**src/design/irfp_pkg.sv**
```systemverilog
// Shared types and constants for the serial IMU rotation-vector frame parser.
// No dependencies; imported by irfp_collector and imu_rvc_frame_parser_core.
package irfp_pkg;

   // Sync byte that opens every frame, sent twice in a row.
   localparam logic [7:0] SYNC_BYTE = 8'hAA;

   // Frame bytes kept for unpacking: index, six words, three reserved bytes.
   localparam int FRAME_BODY = 16;

   // Byte position codes. Position 2 expects the index byte and position 18
   // expects the checksum byte.
   typedef logic [4:0] pos_type;
   localparam pos_type POS_HUNT1 = 5'd0;
   localparam pos_type POS_HUNT2 = 5'd1;
   localparam pos_type POS_FIRST = 5'd2;
   localparam pos_type POS_CHECK = 5'd18;

   // One decoded frame as it leaves the parser.
   typedef struct packed {
      logic [7:0]         frame_index;
      logic signed [15:0] yaw;
      logic signed [15:0] pitch;
      logic signed [15:0] roll;
      logic signed [15:0] accel_x;
      logic signed [15:0] accel_y;
      logic signed [15:0] accel_z;
      logic               checksum_ok;
   } frame_type;

   // What the collector hands to the output stage for the current byte.
   typedef struct packed {
      logic      done;
      frame_type frame;
   } collect_type;

endpackage

```
**src/design/imu_rvc_frame_parser_core.sv**
```systemverilog
// Top level of the serial IMU rotation-vector frame parser.
// Depends on irfp_pkg and instantiates irfp_collector.
//
// Usage:
//   The req_ channel carries one received serial byte per beat (req_rx_byte).
//   The parser hunts for two 0xAA sync bytes, collects the 16 frame bytes that
//   follow and, on the checksum byte, presents one beat on the rsp_ channel:
//   the index byte, yaw, pitch and roll in 0.01 degree, x/y/z acceleration in
//   milli-g, and checksum_ok. Bytes other than a checksum byte give no beat.
//   csr_we with csr_wdata sets drop_bad_frames; when set, frames whose
//   checksum mismatches give no beat. Write it only while the block is idle.
//   The result beat is valid in the cycle after its checksum byte is accepted.
//   Throughput: one byte per cycle unless a beat waits on a stalled receiver,
//   set by the combinational parse step from frame byte to output registers.
//   Reset (synchronous, active high) returns the parser to sync hunting,
//   clears drop_bad_frames and empties the output register.
//   When the receiver stalls, the result beat holds; a further byte is taken
//   in the same cycle the pending beat is taken, so no beat is lost.
module imu_rvc_frame_parser_core (
   input  logic               clock,
   input  logic               reset,
   input  logic               req_valid,
   output logic               req_ready,
   input  logic [7:0]         req_rx_byte,
   output logic               rsp_valid,
   input  logic               rsp_ready,
   output logic [7:0]         rsp_frame_index,
   output logic signed [15:0] rsp_yaw,
   output logic signed [15:0] rsp_pitch,
   output logic signed [15:0] rsp_roll,
   output logic signed [15:0] rsp_accel_x,
   output logic signed [15:0] rsp_accel_y,
   output logic signed [15:0] rsp_accel_z,
   output logic               rsp_checksum_ok,
   input  logic               csr_we,
   input  logic               csr_wdata
);
   import irfp_pkg::*;

   logic        drop_bad_ff;
   logic        rsp_valid_ff;
   frame_type   rsp_frame_ff;
   logic        req_accept;
   collect_type col;

   // Configuration register.
   always_ff @(posedge clock) begin
      if (reset) begin
         drop_bad_ff <= 1'b0;
      end else if (csr_we) begin
         drop_bad_ff <= csr_wdata;
      end
   end

   // Take a byte whenever the output register is empty or being drained.
   assign req_ready  = !rsp_valid_ff || rsp_ready;
   assign req_accept = req_valid && req_ready;

   irfp_collector u_collector (
      .clock    (clock),
      .reset    (reset),
      .step     (req_accept),
      .rx_byte  (req_rx_byte),
      .drop_bad (drop_bad_ff),
      .result   (col)
   );

   // Output register valid flag.
   always_ff @(posedge clock) begin
      if (reset) begin
         rsp_valid_ff <= 1'b0;
      end else if (col.done) begin
         rsp_valid_ff <= 1'b1;
      end else if (rsp_ready) begin
         rsp_valid_ff <= 1'b0;
      end
   end

   // Output register payload.
   always_ff @(posedge clock) begin
      if (col.done) begin
         rsp_frame_ff <= col.frame;
      end
   end

   assign rsp_valid       = rsp_valid_ff;
   assign rsp_frame_index = rsp_frame_ff.frame_index;
   assign rsp_yaw         = rsp_frame_ff.yaw;
   assign rsp_pitch       = rsp_frame_ff.pitch;
   assign rsp_roll        = rsp_frame_ff.roll;
   assign rsp_accel_x     = rsp_frame_ff.accel_x;
   assign rsp_accel_y     = rsp_frame_ff.accel_y;
   assign rsp_accel_z     = rsp_frame_ff.accel_z;
   assign rsp_checksum_ok = rsp_frame_ff.checksum_ok;

   // A result beat appears only after a byte was accepted.
   assert property (@(posedge clock) disable iff (reset)
      $rose(rsp_valid_ff) |-> $past(req_accept))
      else $error("result beat without an accepted byte");

   // With dropping enabled, a freshly loaded result always has a good checksum.
   assert property (@(posedge clock) disable iff (reset)
      $past(col.done) && $past(drop_bad_ff) |-> rsp_checksum_ok)
      else $error("bad frame passed while dropping is enabled");

   // A completed frame is never loaded over a beat the receiver has not taken.
   assert property (@(posedge clock) disable iff (reset)
      col.done |-> (!rsp_valid_ff || rsp_ready))
      else $error("pending result beat overwritten");

endmodule

```
**src/design/irfp_collector.sv**
```systemverilog
// Sync hunt, frame byte collection and running checksum for the frame parser.
// Depends on irfp_pkg for the position codes and the frame types.
module irfp_collector (
   input  logic                clock,
   input  logic                reset,
   input  logic                step,
   input  logic [7:0]          rx_byte,
   input  logic                drop_bad,
   output irfp_pkg::collect_type result
);
   import irfp_pkg::*;

   pos_type    pos_ff;
   pos_type    pos_in;
   logic [7:0] sum_ff;
   logic [7:0] sum_in;
   logic       shift;
   logic       at_check;
   logic       sum_ok;

   // Newest byte enters at entry 0; after 16 shifts the index byte sits at 15.
   logic [7:0] frame_ff [FRAME_BODY];

   // Next position and running sum for the byte on the input.
   always_comb begin
      pos_in = pos_ff;
      sum_in = sum_ff;
      shift  = 1'b0;
      case (pos_ff)
         POS_HUNT1: begin
            pos_in = (rx_byte == SYNC_BYTE) ? POS_HUNT2 : POS_HUNT1;
         end
         POS_HUNT2: begin
            pos_in = (rx_byte == SYNC_BYTE) ? POS_FIRST : POS_HUNT1;
            sum_in = 8'd0;
         end
         default: begin
            if (pos_ff < POS_CHECK) begin
               shift  = 1'b1;
               sum_in = sum_ff + rx_byte;
               pos_in = pos_ff + 5'd1;
            end else begin
               pos_in = POS_HUNT1;
            end
         end
      endcase
   end

   // Control state.
   always_ff @(posedge clock) begin
      if (reset) begin
         pos_ff <= POS_HUNT1;
         sum_ff <= 8'd0;
      end else if (step) begin
         pos_ff <= pos_in;
         sum_ff <= sum_in;
      end
   end

   // Frame byte shift line.
   always_ff @(posedge clock) begin
      if (step && shift) begin
         frame_ff[0] <= rx_byte;
         for (int i = 1; i < FRAME_BODY; i++) begin
            frame_ff[i] <= frame_ff[i-1];
         end
      end
   end

   // Unpack the little-endian words; frame byte j is at entry 15 - j.
   assign at_check = (pos_ff == POS_CHECK);
   assign sum_ok   = (sum_ff == rx_byte);

   always_comb begin
      result.done               = step && at_check && (sum_ok || !drop_bad);
      result.frame.frame_index  = frame_ff[15];
      result.frame.yaw          = {frame_ff[13], frame_ff[14]};
      result.frame.pitch        = {frame_ff[11], frame_ff[12]};
      result.frame.roll         = {frame_ff[9],  frame_ff[10]};
      result.frame.accel_x      = {frame_ff[7],  frame_ff[8]};
      result.frame.accel_y      = {frame_ff[5],  frame_ff[6]};
      result.frame.accel_z      = {frame_ff[3],  frame_ff[4]};
      result.frame.checksum_ok  = sum_ok;
   end

   // The position never leaves the range of defined codes.
   assert property (@(posedge clock) disable iff (reset) pos_ff <= POS_CHECK)
      else $error("byte position out of range");

   // A checksum byte always sends the parser back to hunting.
   assert property (@(posedge clock) disable iff (reset)
      step && at_check |=> pos_ff == POS_HUNT1)
      else $error("no return to hunt after checksum byte");

   // Collection starts only after a second sync byte.
   assert property (@(posedge clock) disable iff (reset)
      (pos_ff == POS_FIRST && $past(pos_ff) != POS_FIRST) |->
         ($past(pos_ff) == POS_HUNT2 && $past(rx_byte) == SYNC_BYTE && $past(step)))
      else $error("frame collection started without sync pair");

endmodule
```
**config.mk**
```make
export PLATFORM = sky130hd
export DESIGN_NAME = imu_rvc_frame_parser_core
export DESIGN_NICKNAME = d
export VERILOG_FILES = /design/src/design/irfp_pkg.sv /design/src/design/imu_rvc_frame_parser_core.sv /design/src/design/irfp_collector.sv
export SDC_FILE = /design/constraint.sdc
export NUM_CORES = 1
export LEC_CHECK = 0
export ABC_AREA = 0
export BUFFER_PORTS_ARGS = -buffer_cell sky130_fd_sc_hd__buf_2
export CORE_MARGIN = 2
export CORE_UTILIZATION = 35
export DETAILED_ROUTE_END_ITERATION = 8
export PLACE_DENSITY = 0.49
export SLEW_MARGIN = 5
export SYNTH_ARGS = -nofsm -noshare
export SYNTH_HDL_FRONTEND = slang
export SYNTH_SLANG_ARGS = --single-unit
```
**constraint.sdc**
```tcl
create_clock -name clock -period 8.45 [get_ports clock]
set_clock_uncertainty 0.15 [all_clocks]
set_input_delay 1.69 -clock clock [delete_from_list [all_inputs] [get_ports clock]]
set_output_delay 1.69 -clock clock [all_outputs]
set_load 0.01 [all_outputs]
```
==> flow_summary.ini, run 1 <==
[cells_and_area]
commonest_non_fill_non_tap_cell_in_the_layout = sky130_fd_sc_hd__edfxtp_1
multi_input_comb_area_sq_um = 696
layout.cells.most_common_list = 233 x sky130_fd_sc_hd__edfxtp_1, 120 x sky130_fd_sc_hd__buf_2, 27 x sky130_fd_sc_hd__clkbuf_16
area_growth_pct = 22.8
sequential_cell_area_sq_um = 7300
num-nets-final = 523
antenna_cells = 0
post-route-util_pct = 43.6
fill_cells = 1979
finish.instance_area_sq_um = 9840
final_cells = 802
drive_gt1_share_pct = 31.7

[power_and_ir_drop]
total_power_w = 0.00250
p_leak_nw = 3.42
power.density_cell_area_nw_per_um2 = 254
ir_drop_mv = 0.131

[drt]
routed_wirelength_um = 13400
route.detailed.wl_per_inst_um = 16.7
drc = 0
vias = 3692
via_per_inst = 4.60
drt_iter0_drc = 277
drt_first_pass_iters = 4
ant_nets = 0

[cts]
cts_resized = 0
cts-buffers-inserted = 27
root_buffer = sky130_fd_sc_hd__clkbuf_16
clk-insertion-delay-late_ns = 0.53
cts-root-to-sink-buffers = 3
cts_tree = done
clkSinkCount = 248
postCtsHoldBufs = 0
htreeDepth = 1
clk_pin_slew_worst_paths_ns = 0.06
post_cts_setup_driven_buffer_insertion_count = 0

[die]
top_level_ports = 121
starting_utilization_of_the_core_area_pct = 35.5
horizontal_extent_of_the_die_um = 155
dieHeight_um = 155
total_die_area_sq_um = 24100
fp-row-count = 55
floorplan.core_area_sq_um = 22600

[timing]
report.final.hold_viol_count = 0
layout_worst_path_cycle_share_pct = 49.1
fin_crit_ns = 4.15
max_clock_freq_mhz = 241
timing_worst_slew_pin_value_ns = 0.990
rsz0062_at_grt = false
setup-violations-final = 0
worst_slew_margin_rel_pct = 34.0
fin_setup_tns_ns = 0
slew_violations = 0

[grt]
grt_start_max_net_pins = 110
grt_pass1_wl_um = 20700
initial_antenna_violation_count = 0
grt.total_usage_pct = 10.9
globalRoute.totalOverflow = 0
grt_pass1_vias = 3675

[yosys]
synthesis.instances = 348
yosys_register_bits = 248
syn-cell-area_sq_um = 8010
yosys_most_used_dff = sky130_fd_sc_hd__edfxtp_1
syn_nets = 374
ys_seq_area_share_pct = 91.1
synth_edf_count = 233
synth_async_sr_flop_share_pct = 0
synth_cell_types = 40
synthesis.yosys.warnings = 0
synthesis.area_per_instance_sq_um = 23.0

[place]
gp_congestion = 0.922
placed_cells_incl_taps = 753
placement_cell_area_sq_um = 8990
half_perimeter_wire_length_after_detailed_placement_um = 8050
count_of_port_buffers_added_during_placement = 120

[critical_path]
reg2reg_slack_ns = 5.28
timing.critical_path.to_type = flip-flop
timing.setup.critical_path_class = primary input to flip-flop
startpoint_type = primary input
cp_arrival_ns = 4.15
critPathRequiredTime_ns = 8.45
worstPathMaxFanout = 76

[flow_run]
max-cap-violations = 0

[outcome]
outcome = completed

[hold_path]
hp-class = flip-flop to flip-flop
==> cell families after synthesis <==
family	share of synthesized area (%)
muxes	0.250
DFF	91.1
and+or+nand+nor	2.83
buffers and inverters	0.281
xor gates and xnor gates	0.875
adders and majority gates	1.97
AOI/OAI and AO/OA	2.70
==> worst max-delay path, stage by stage <==
cell and delay (ns):
sky130_fd_sc_hd__buf_2 0.12, sky130_fd_sc_hd__ha_1 0.34, sky130_fd_sc_hd__nor4_1 0.34, sky130_fd_sc_hd__nand3_1 0.17
sky130_fd_sc_hd__a21o_1 0.25, sky130_fd_sc_hd__inv_4 0.31, sky130_fd_sc_hd__buf_4 0.85
==> cell usage after synthesis, drive strengths merged (2+ instances only) <==
cell      n  area, sq um
edfxtp  233         7000
dfxtp    15          300
nor2     15         58.8
ha       11          138
nand2     8         30.0
a21oi     5         25.0
a22oi     5         37.5
a21o      4         30.0
inv       4         15.0
xnor2     4         35.0
xor2      4         35.0
nand3     3         15.0
nand4     3         18.8
nor3      3         15.0
o21ai     3         15.0
a211oi    2         15.0
a31oi     2         12.5
clkbuf    2         7.51
mux2i     2         20.0
o41ai     2         25.0
or3       2         13.8
==> sequential cells by signal, summed over array words and instances (netlist names) <==
signal and count:
drop_bad_ff 1, rsp_accel_x 16, rsp_accel_y 16, rsp_accel_z 16
rsp_checksum_ok 1, rsp_frame_index 8, rsp_pitch 16, rsp_roll 16
rsp_valid 1, rsp_yaw 16, u_collector.frame_ff 128, u_collector.pos_ff 5
u_collector.sum_ff 8
==> cell type report <==
type,instances,share of cell area (%)
sequential,248,74.2
tap,285,3.63
multi-input combinational,94,7.07
clock inverter,14,1.39
inverter,4,0.178
clock buffer,35,7.17
timing repair buffer,122,6.39
==> worst paths after layout <==
check | cells past startpoint | to | startpoint
max | 7 | rsp_roll[5] | req_rx_byte[6]
min reg2reg | 0 | rsp_frame_index[4] | u_collector.frame_ff[15][4]
min | 0 | rsp_frame_index[4] | u_collector.frame_ff[15][4]
max reg2reg | 6 | rsp_roll[5] | u_collector.sum_ff[6]
==> routing by layer <==
metal / up-vias / routed length (um) / global-route usage (%) / part of all wire [%]
met3: 31 / 887 / 3.01 / 6.6
met1: 1847 / 5880 / 14.3 / 44
met2: 127 / 6220 / 17.1 / 46
met4: 0 / 402 / 4.46 / 3.0
met5: - / 0 / 0 / 0
li1: 1687 / - / - / -
==> metrics by stage <==
step	worst slack, ns	hold slack, ns
after CTS	4.27	0.268
after global routing	4.02	0.270
after detailed placement	3.70	0.255
after global placement	3.76	0.251
final	4.30	0.266
after floorplan	1.85	0.250
==> power by group <==
part / switching, W / internal [W] / total (W)
Sequential: 0.00000752 / 0.00135 / 0.00136
Combinational: 0.0000263 / 0.0000125 / 0.0000388
Clock: 0.000451 / 0.000652 / 0.00110
Note: power is estimated with default switching activity, not from simulation.
==> inputs of run 2 (changes only) <==
==> constraint.sdc (replaced) <==
create_clock -name clock -period 4.3 [get_ports clock]
set_clock_uncertainty 0.15 [all_clocks]
set_input_delay 0.86 -clock clock [delete_from_list [all_inputs] [get_ports clock]]
set_output_delay 0.86 -clock clock [all_outputs]
set_load 0.01 [all_outputs]
==> run 2 against run 1 <==
Via count down 0.51%. Register-to-register slack lost 3.5 ns. Critical endpoint is now rsp_accel_z[13]. Hold slack worse by 0.0013 ns. Sequential share of layout area shrank 0.95 points. Global-route usage decreased by 0.34 points. Largest power group unchanged.
==> flow_summary.ini, run 2 (synthesis gave the netlist of run 1 again) <==
[outcome]
outcome = completed

[timing]
worst_slew_margin_rel_pct = 48.0
rsz0062_at_grt = false
slew_violations = 0
setup-violations-final = 0
max_clock_freq_mhz = 372
fin_crit_ns = 2.69
fin_setup_tns_ns = 0
timing_worst_slew_pin_value_ns = 0.777
report.final.hold_viol_count = 0
layout_worst_path_cycle_share_pct = 62.5

[cts]
htreeDepth = 1
cts-buffers-inserted = 26
postCtsHoldBufs = 0
cts-root-to-sink-buffers = 3
cts_resized = 0
root_buffer = sky130_fd_sc_hd__clkbuf_16
clkSinkCount = 248
clk_pin_slew_worst_paths_ns = 0.06
clk-insertion-delay-late_ns = 0.51
cts_tree = done
post_cts_setup_driven_buffer_insertion_count = 0

[place]
half_perimeter_wire_length_after_detailed_placement_um = 7890
placement_cell_area_sq_um = 9020
count_of_port_buffers_added_during_placement = 120
gp_congestion = 0.907

[cells_and_area]
antenna_cells = 0
fill_cells = 1964
drive_gt1_share_pct = 32.6
num-nets-final = 524
area_growth_pct = 24.4
commonest_non_fill_non_tap_cell_in_the_layout = sky130_fd_sc_hd__edfxtp_1
top_register = u_collector.frame_ff
finish.instance_area_sq_um = 9960
largest_register_ffs = 128
layout.cells.most_common_list = 233 x sky130_fd_sc_hd__edfxtp_1, 120 x sky130_fd_sc_hd__buf_2, 26 x sky130_fd_sc_hd__clkbuf_16

[drt]
drc = 0
via_per_inst = 4.57
drt_first_pass_iters = 4
drt_iter0_drc = 226
vias = 3673
ant_nets = 0
routed_wirelength_um = 13000
route.detailed.wl_per_inst_um = 16.2

[critical_path]
worst_r2r_startpoint = u_collector.sum_ff[1]
timing.critical_path.to_type = flip-flop
max_stage_delay_ns = 0.36
critPathLaunch = req_rx_byte[6]
cp_arrival_ns = 2.68
timing.setup.critical_path_class = primary input to flip-flop
worstPathMaxFanout = 105
critPathRequiredTime_ns = 4.29
cpMaxStageDelayCell = sky130_fd_sc_hd__buf_12
crit_path_cell_trace = buf_2 > ha_1 > nor4_1 > nand3_1 > a21o_1 > clkinvlp_4 > buf_12
startpoint_type = primary input

[die]
fp-row-count = 55
starting_utilization_of_the_core_area_pct = 35.5
total_die_area_sq_um = 24100
top_level_ports = 121
dieHeight_um = 155
floorplan.core_area_sq_um = 22600
horizontal_extent_of_the_die_um = 155

[grt]
grt_start_max_net_pins = 106
grt_pass1_wl_um = 20200
initial_antenna_violation_count = 0
grt_pass1_vias = 3678
use_met3_pct = 3.18
globalRouteMet1Util_pct = 14.1
globalRoute.totalOverflow = 0
grt.total_usage_pct = 10.5
globalRoute.busiestLayer = met2
grt_use_met2_pct = 16.4

[hold_path]
min-delay-start = u_collector.frame_ff[2][0]
hp-class = flip-flop to flip-flop

[power_and_ir_drop]
ir_drop_mv = 0.227
p_leak_nw = 3.48
power.density_cell_area_nw_per_um2 = 517

[flow_run]
max-cap-violations = 0
[run 2: final cells by class]
cell class	count	area [sq um]	area share (%)
clock buffer	27	654	6.57
clock inverter	21	287	2.88
sequential	248	7300	73.2
multi-input combinational	94	696	6.98
timing repair buffer	124	656	6.58
tap	285	357	3.58
inverter	4	18.8	0.188
[run 2: worst paths after layout]
kind	endpoint	slack [ns]	cells past startpoint
worst max-delay path	rsp_accel_z[13]	1.61	7
worst min register to register	u_collector.frame_ff[3][0]	0.26	0
worst max register to register	rsp_accel_z[13]	1.78	6
worst min-delay path	u_collector.frame_ff[3][0]	0.26	0
[run 2: where the power goes]
part | switching [W] | internal, W | total, W
Clock | 0.000877 | 0.00152 | 0.00240
Sequential | 0.0000147 | 0.00266 | 0.00268
Combinational | 0.0000515 | 0.0000256 | 0.0000771
[run 2: per-stage QoR]
stage               hold WS (ns)  cells  util, %  setup WS [ns]  power, W
finish                     0.265    803     44.1           1.61   0.00515
global route               0.271    803     44.1           1.52   0.00533
CTS                        0.268    803     44.1           1.66   0.00523
detailed placement         0.255    755     40.0           1.10   0.00281
global placement           0.253    755     40.0           1.12   0.00280
floorplan                  0.250    348        -          0.178   0.00277
[run 2: routing by layer]
metal / routed length [um] / part of all wire, %
met5: 0 / 0
met3: 965 / 7.4
met2: 5880 / 45
met1: 5830 / 45
met4: 320 / 2.5
[run 2: critical path, delay by kind of cell]
family	cells	cell delay (ns)
buffers and inverters	3	0.57
and+or+nand+nor	2	0.47
adders and majority gates	1	0.35
AOI/OAI and AO/OA	1	0.24
==> inputs of run 3 (changes only) <==
--- a/config.mk
+++ b/config.mk
@@ -5,12 +5,12 @@
 export SDC_FILE = /design/constraint.sdc
 export NUM_CORES = 1
 export LEC_CHECK = 0
-export ABC_AREA = 0
+export ABC_AREA = 1
 export BUFFER_PORTS_ARGS = -buffer_cell sky130_fd_sc_hd__buf_2
 export CORE_MARGIN = 2
 export CORE_UTILIZATION = 35
 export DETAILED_ROUTE_END_ITERATION = 8
-export PLACE_DENSITY = 0.49
+export PLACE_DENSITY = 0.51
 export SLEW_MARGIN = 5
 export SYNTH_ARGS = -nofsm -noshare
 export SYNTH_HDL_FRONTEND = slang
==> constraint.sdc (replaced) <==
create_clock -name clock -period 2.2 [get_ports clock]
set_clock_uncertainty 0.15 [all_clocks]
set_input_delay 0.44 -clock clock [delete_from_list [all_inputs] [get_ports clock]]
set_output_delay 0.44 -clock clock [all_outputs]
set_load 0.01 [all_outputs]
==> run 3 against run 2 <==
Register-to-register slack worse by 1.6 ns. Clock power up 53%. Design area is 2.2% higher. Die area is 1.3% higher. Routed wire length rose by 2.7%. Critical endpoint is now rsp_frame_index[1]. Critical path depth increased by 2. Hold slack worse by 0.22 ns. Critical path type is now flip-flop to flip-flop. Cell count rose by 6.7%. Area after synthesis is 1.3% higher. Sequential share of layout area is 1.6 points lower. Global-route usage increased by 0.25 points.
==> flow_summary.ini, run 3 <==
[outcome]
outcome = completed

[drt]
drt_iter0_drc = 222
route.detailed.wl_per_inst_um = 15.6
via_per_inst = 4.39
drt_first_pass_iters = 4
drc = 0
ant_nets = 0
vias = 3763
routed_wirelength_um = 13400

[grt]
grt_pass1_vias = 3854
globalRoute.busiestLayer = met2
use_met3_pct = 3.16
grt.total_usage_pct = 10.8
globalRoute.totalOverflow = 0
globalRouteMet1Util_pct = 13.9
grt_start_max_net_pins = 37
grt_pass1_wl_um = 20700
initial_antenna_violation_count = 0
grt_use_met2_pct = 17.5

[flow_run]
max-cap-violations = 0

[hold_path]
hp-class = primary input to flip-flop
min_path_cells = 1

[power_and_ir_drop]
total_power_w = 0.00935
power.density_cell_area_nw_per_um2 = 918
ir_drop_mv = 0.400
p_leak_nw = 3.61

[critical_path]
reg2reg_slack_ns = 0.14
worst_r2r_startpoint = u_collector.sum_ff[6]
crit_path_cell_trace = ha_4 > nor2_1 > nor3b_2 > nand3_1 > nand2_1 > nand2_2 > clkinvlp_4 > buf_12 > buf_4
cpMaxStageDelayCell = sky130_fd_sc_hd__dfxtp_1
reg2reg_end = rsp_frame_index[1]
r2r_cells = 9
max_stage_delay_ns = 0.36
cp-endpoint = rsp_frame_index[1]
stages_on_the_worst_setup_path = 9
timing.critical_path.to_type = flip-flop
family_of_cells_with_the_greatest_summed_delay_on_the_critical_path = simple AND/OR/NAND/NOR gates
critPathLaunch = u_collector.sum_ff[6]
critPathRequiredTime_ns = 2.26
startpoint_type = flip-flop
timing.setup.critical_path_class = flip-flop to flip-flop
buffer_and_inverter_count_on_the_worst_path = 3
cp_arrival_ns = 2.11
worstPathMaxFanout = 14

[timing]
timing_worst_slew_pin_value_ns = 0.346
max_clock_freq_mhz = 486
report.final.hold_viol_count = 0
slew_violations = 0
fin_setup_tns_ns = 0
fin_crit_ns = 2.06
rsz0062_at_grt = false
setup-violations-final = 0
worst_slew_margin_rel_pct = 77.0
layout_worst_path_cycle_share_pct = 93.5

[yosys]
syn-cell-area_sq_um = 8110
synth_async_sr_flop_share_pct = 0
synthesis.area_per_instance_sq_um = 21.2
synth_common_cells = 233 x sky130_fd_sc_hd__edfxtp_1, 37 x sky130_fd_sc_hd__nand2_1, 16 x sky130_fd_sc_hd__inv_1
yosysMostFrequentCell = sky130_fd_sc_hd__edfxtp_1
synth_top_area_share_pct = 86.2
synth_cell_types = 26
synth.top_cells.by_area = sky130_fd_sc_hd__edfxtp_1 86%, sky130_fd_sc_hd__dfxtp_1 3.7%, sky130_fd_sc_hd__nand2_1 1.7%
synthesis.yosys.warnings = 0
synthesis.instances = 383
yosys_most_used_dff = sky130_fd_sc_hd__edfxtp_1
ys_seq_area_share_pct = 89.9
yosys_register_bits = 248
syn_nets = 409
yosysTopAreaCell = sky130_fd_sc_hd__edfxtp_1
synth_edf_count = 233

[die]
dieHeight_um = 156
horizontal_extent_of_the_die_um = 156
top_level_ports = 121
fp-row-count = 55
floorplan.core_area_sq_um = 22700
starting_utilization_of_the_core_area_pct = 35.7
total_die_area_sq_um = 24400

[cts]
cts-root-to-sink-buffers = 3
cts-buffers-inserted = 25
clk_pin_slew_worst_paths_ns = 0.06
htreeDepth = 1
clk-insertion-delay-late_ns = 0.51
cts_tree = done
root_buffer = sky130_fd_sc_hd__clkbuf_16
clkSinkCount = 248

[cells_and_area]
drive_gt1_share_pct = 36.4
layout.cells.most_common_list = 233 x sky130_fd_sc_hd__edfxtp_1, 120 x sky130_fd_sc_hd__buf_2, 35 x sky130_fd_sc_hd__nand2_1
antenna_cells = 0
area_growth_pct = 25.6
largest_register_ffs = 128
post-route-util_pct = 44.9
top_register = u_collector.frame_ff
commonest_non_fill_non_tap_cell_in_the_layout = sky130_fd_sc_hd__edfxtp_1
num-nets-final = 583

[place]
count_of_port_buffers_added_during_placement = 120
half_perimeter_wire_length_after_detailed_placement_um = 8850
gp_congestion = 0.860
-- run 3: cell types whose count changed in the layout (fill, tap and decap cells not counted), sizes merged, moves of 4 or more --
cell    delta
nand3     +13
a22oi      -5
nand2     +32
buf       +21
a21oi      +9
clkinv     -5
inv       +12
clkbuf     +6
bufinv     -7
a21o       -4
-- run 3: timing repair --
action | in CTS | in global routing
endpoints found under the setup margin | 0 | 82
endpoints found under the hold margin | 2 | 0
resized for setup | 0 | 1
buffers inserted | 0 | 0
hold buffers | 3 | 0
-- run 3: cells by family (layout without fill, tap and decap cells) --
kind of cell,after synthesis,after routing,share of synthesized area [%]
adders and majority gates,12,12,1.94
xor gates and xnor gates,6,6,0.648
DFF,248,248,89.9
buffers and inverters,17,206,0.786
and+or+nand+nor,81,81,5.27
AOI/OAI and AO/OA,19,19,1.42
-- run 3: worst min-delay path by stage --
stage | from | end | slack (ns)
6_report | req_rx_byte[0] | u_collector.frame_ff[0][0] | 0.04
5_1_grt | req_rx_byte[0] | u_collector.frame_ff[0][0] | 0.03
4_1_cts | req_rx_byte[0] | u_collector.frame_ff[0][0] | 0.02
3_5_place_dp | u_collector.frame_ff[2][4] | u_collector.frame_ff[3][4] | 0.25
3_3_place_gp | u_collector.frame_ff[0][5] | u_collector.frame_ff[1][5] | 0.25
2_1_floorplan | u_collector.frame_ff[15][0] | rsp_frame_index[0] | 0.25
-- run 3: report_power, final --
group	internal, W	leakage [nW]	switching (W)	total [W]
clock network	0.00208	0.336	0.00160	0.00368
logic	0.000119	1.03	0.000185	0.000303
registers	0.00531	2.24	0.0000557	0.00537
-- run 3: final cells by class --
class	count	area, sq um
Clock inverter	9	48.8
Clock buffer	33	656
Inverter	16	63.8
Tap cell	285	357
Sequential cell	248	7300
Multi-Input combinational cell	118	821
Timing Repair Buffer	148	943
Fill cell	1984	12500
-- run 3: layer usage --
metal / wire [um] / share of wire (%) / vias to the layer above
met2: 6220 / 47 / 114
met1: 5860 / 44 / 1832
met4: 263 / 2.0 / 0
met5: 0 / 0 / -
li1: - / - / 1792
met3: 1010 / 7.5 / 25
-- run 3: per-stage QoR --
step / setup slack, ns / hold slack [ns] / std cells / area (sq um)
after floorplan: -0.944 / 0.250 / 383 / 8180
after global placement: -0.0968 / 0.254 / 812 / 9450
after detailed placement: -0.180 / 0.255 / 812 / 9450
after CTS: 0.0239 / 0.0177 / 857 / 10200
after global routing: 0.0201 / 0.0289 / 857 / 10200
final: 0.144 / 0.0421 / 857 / 10200
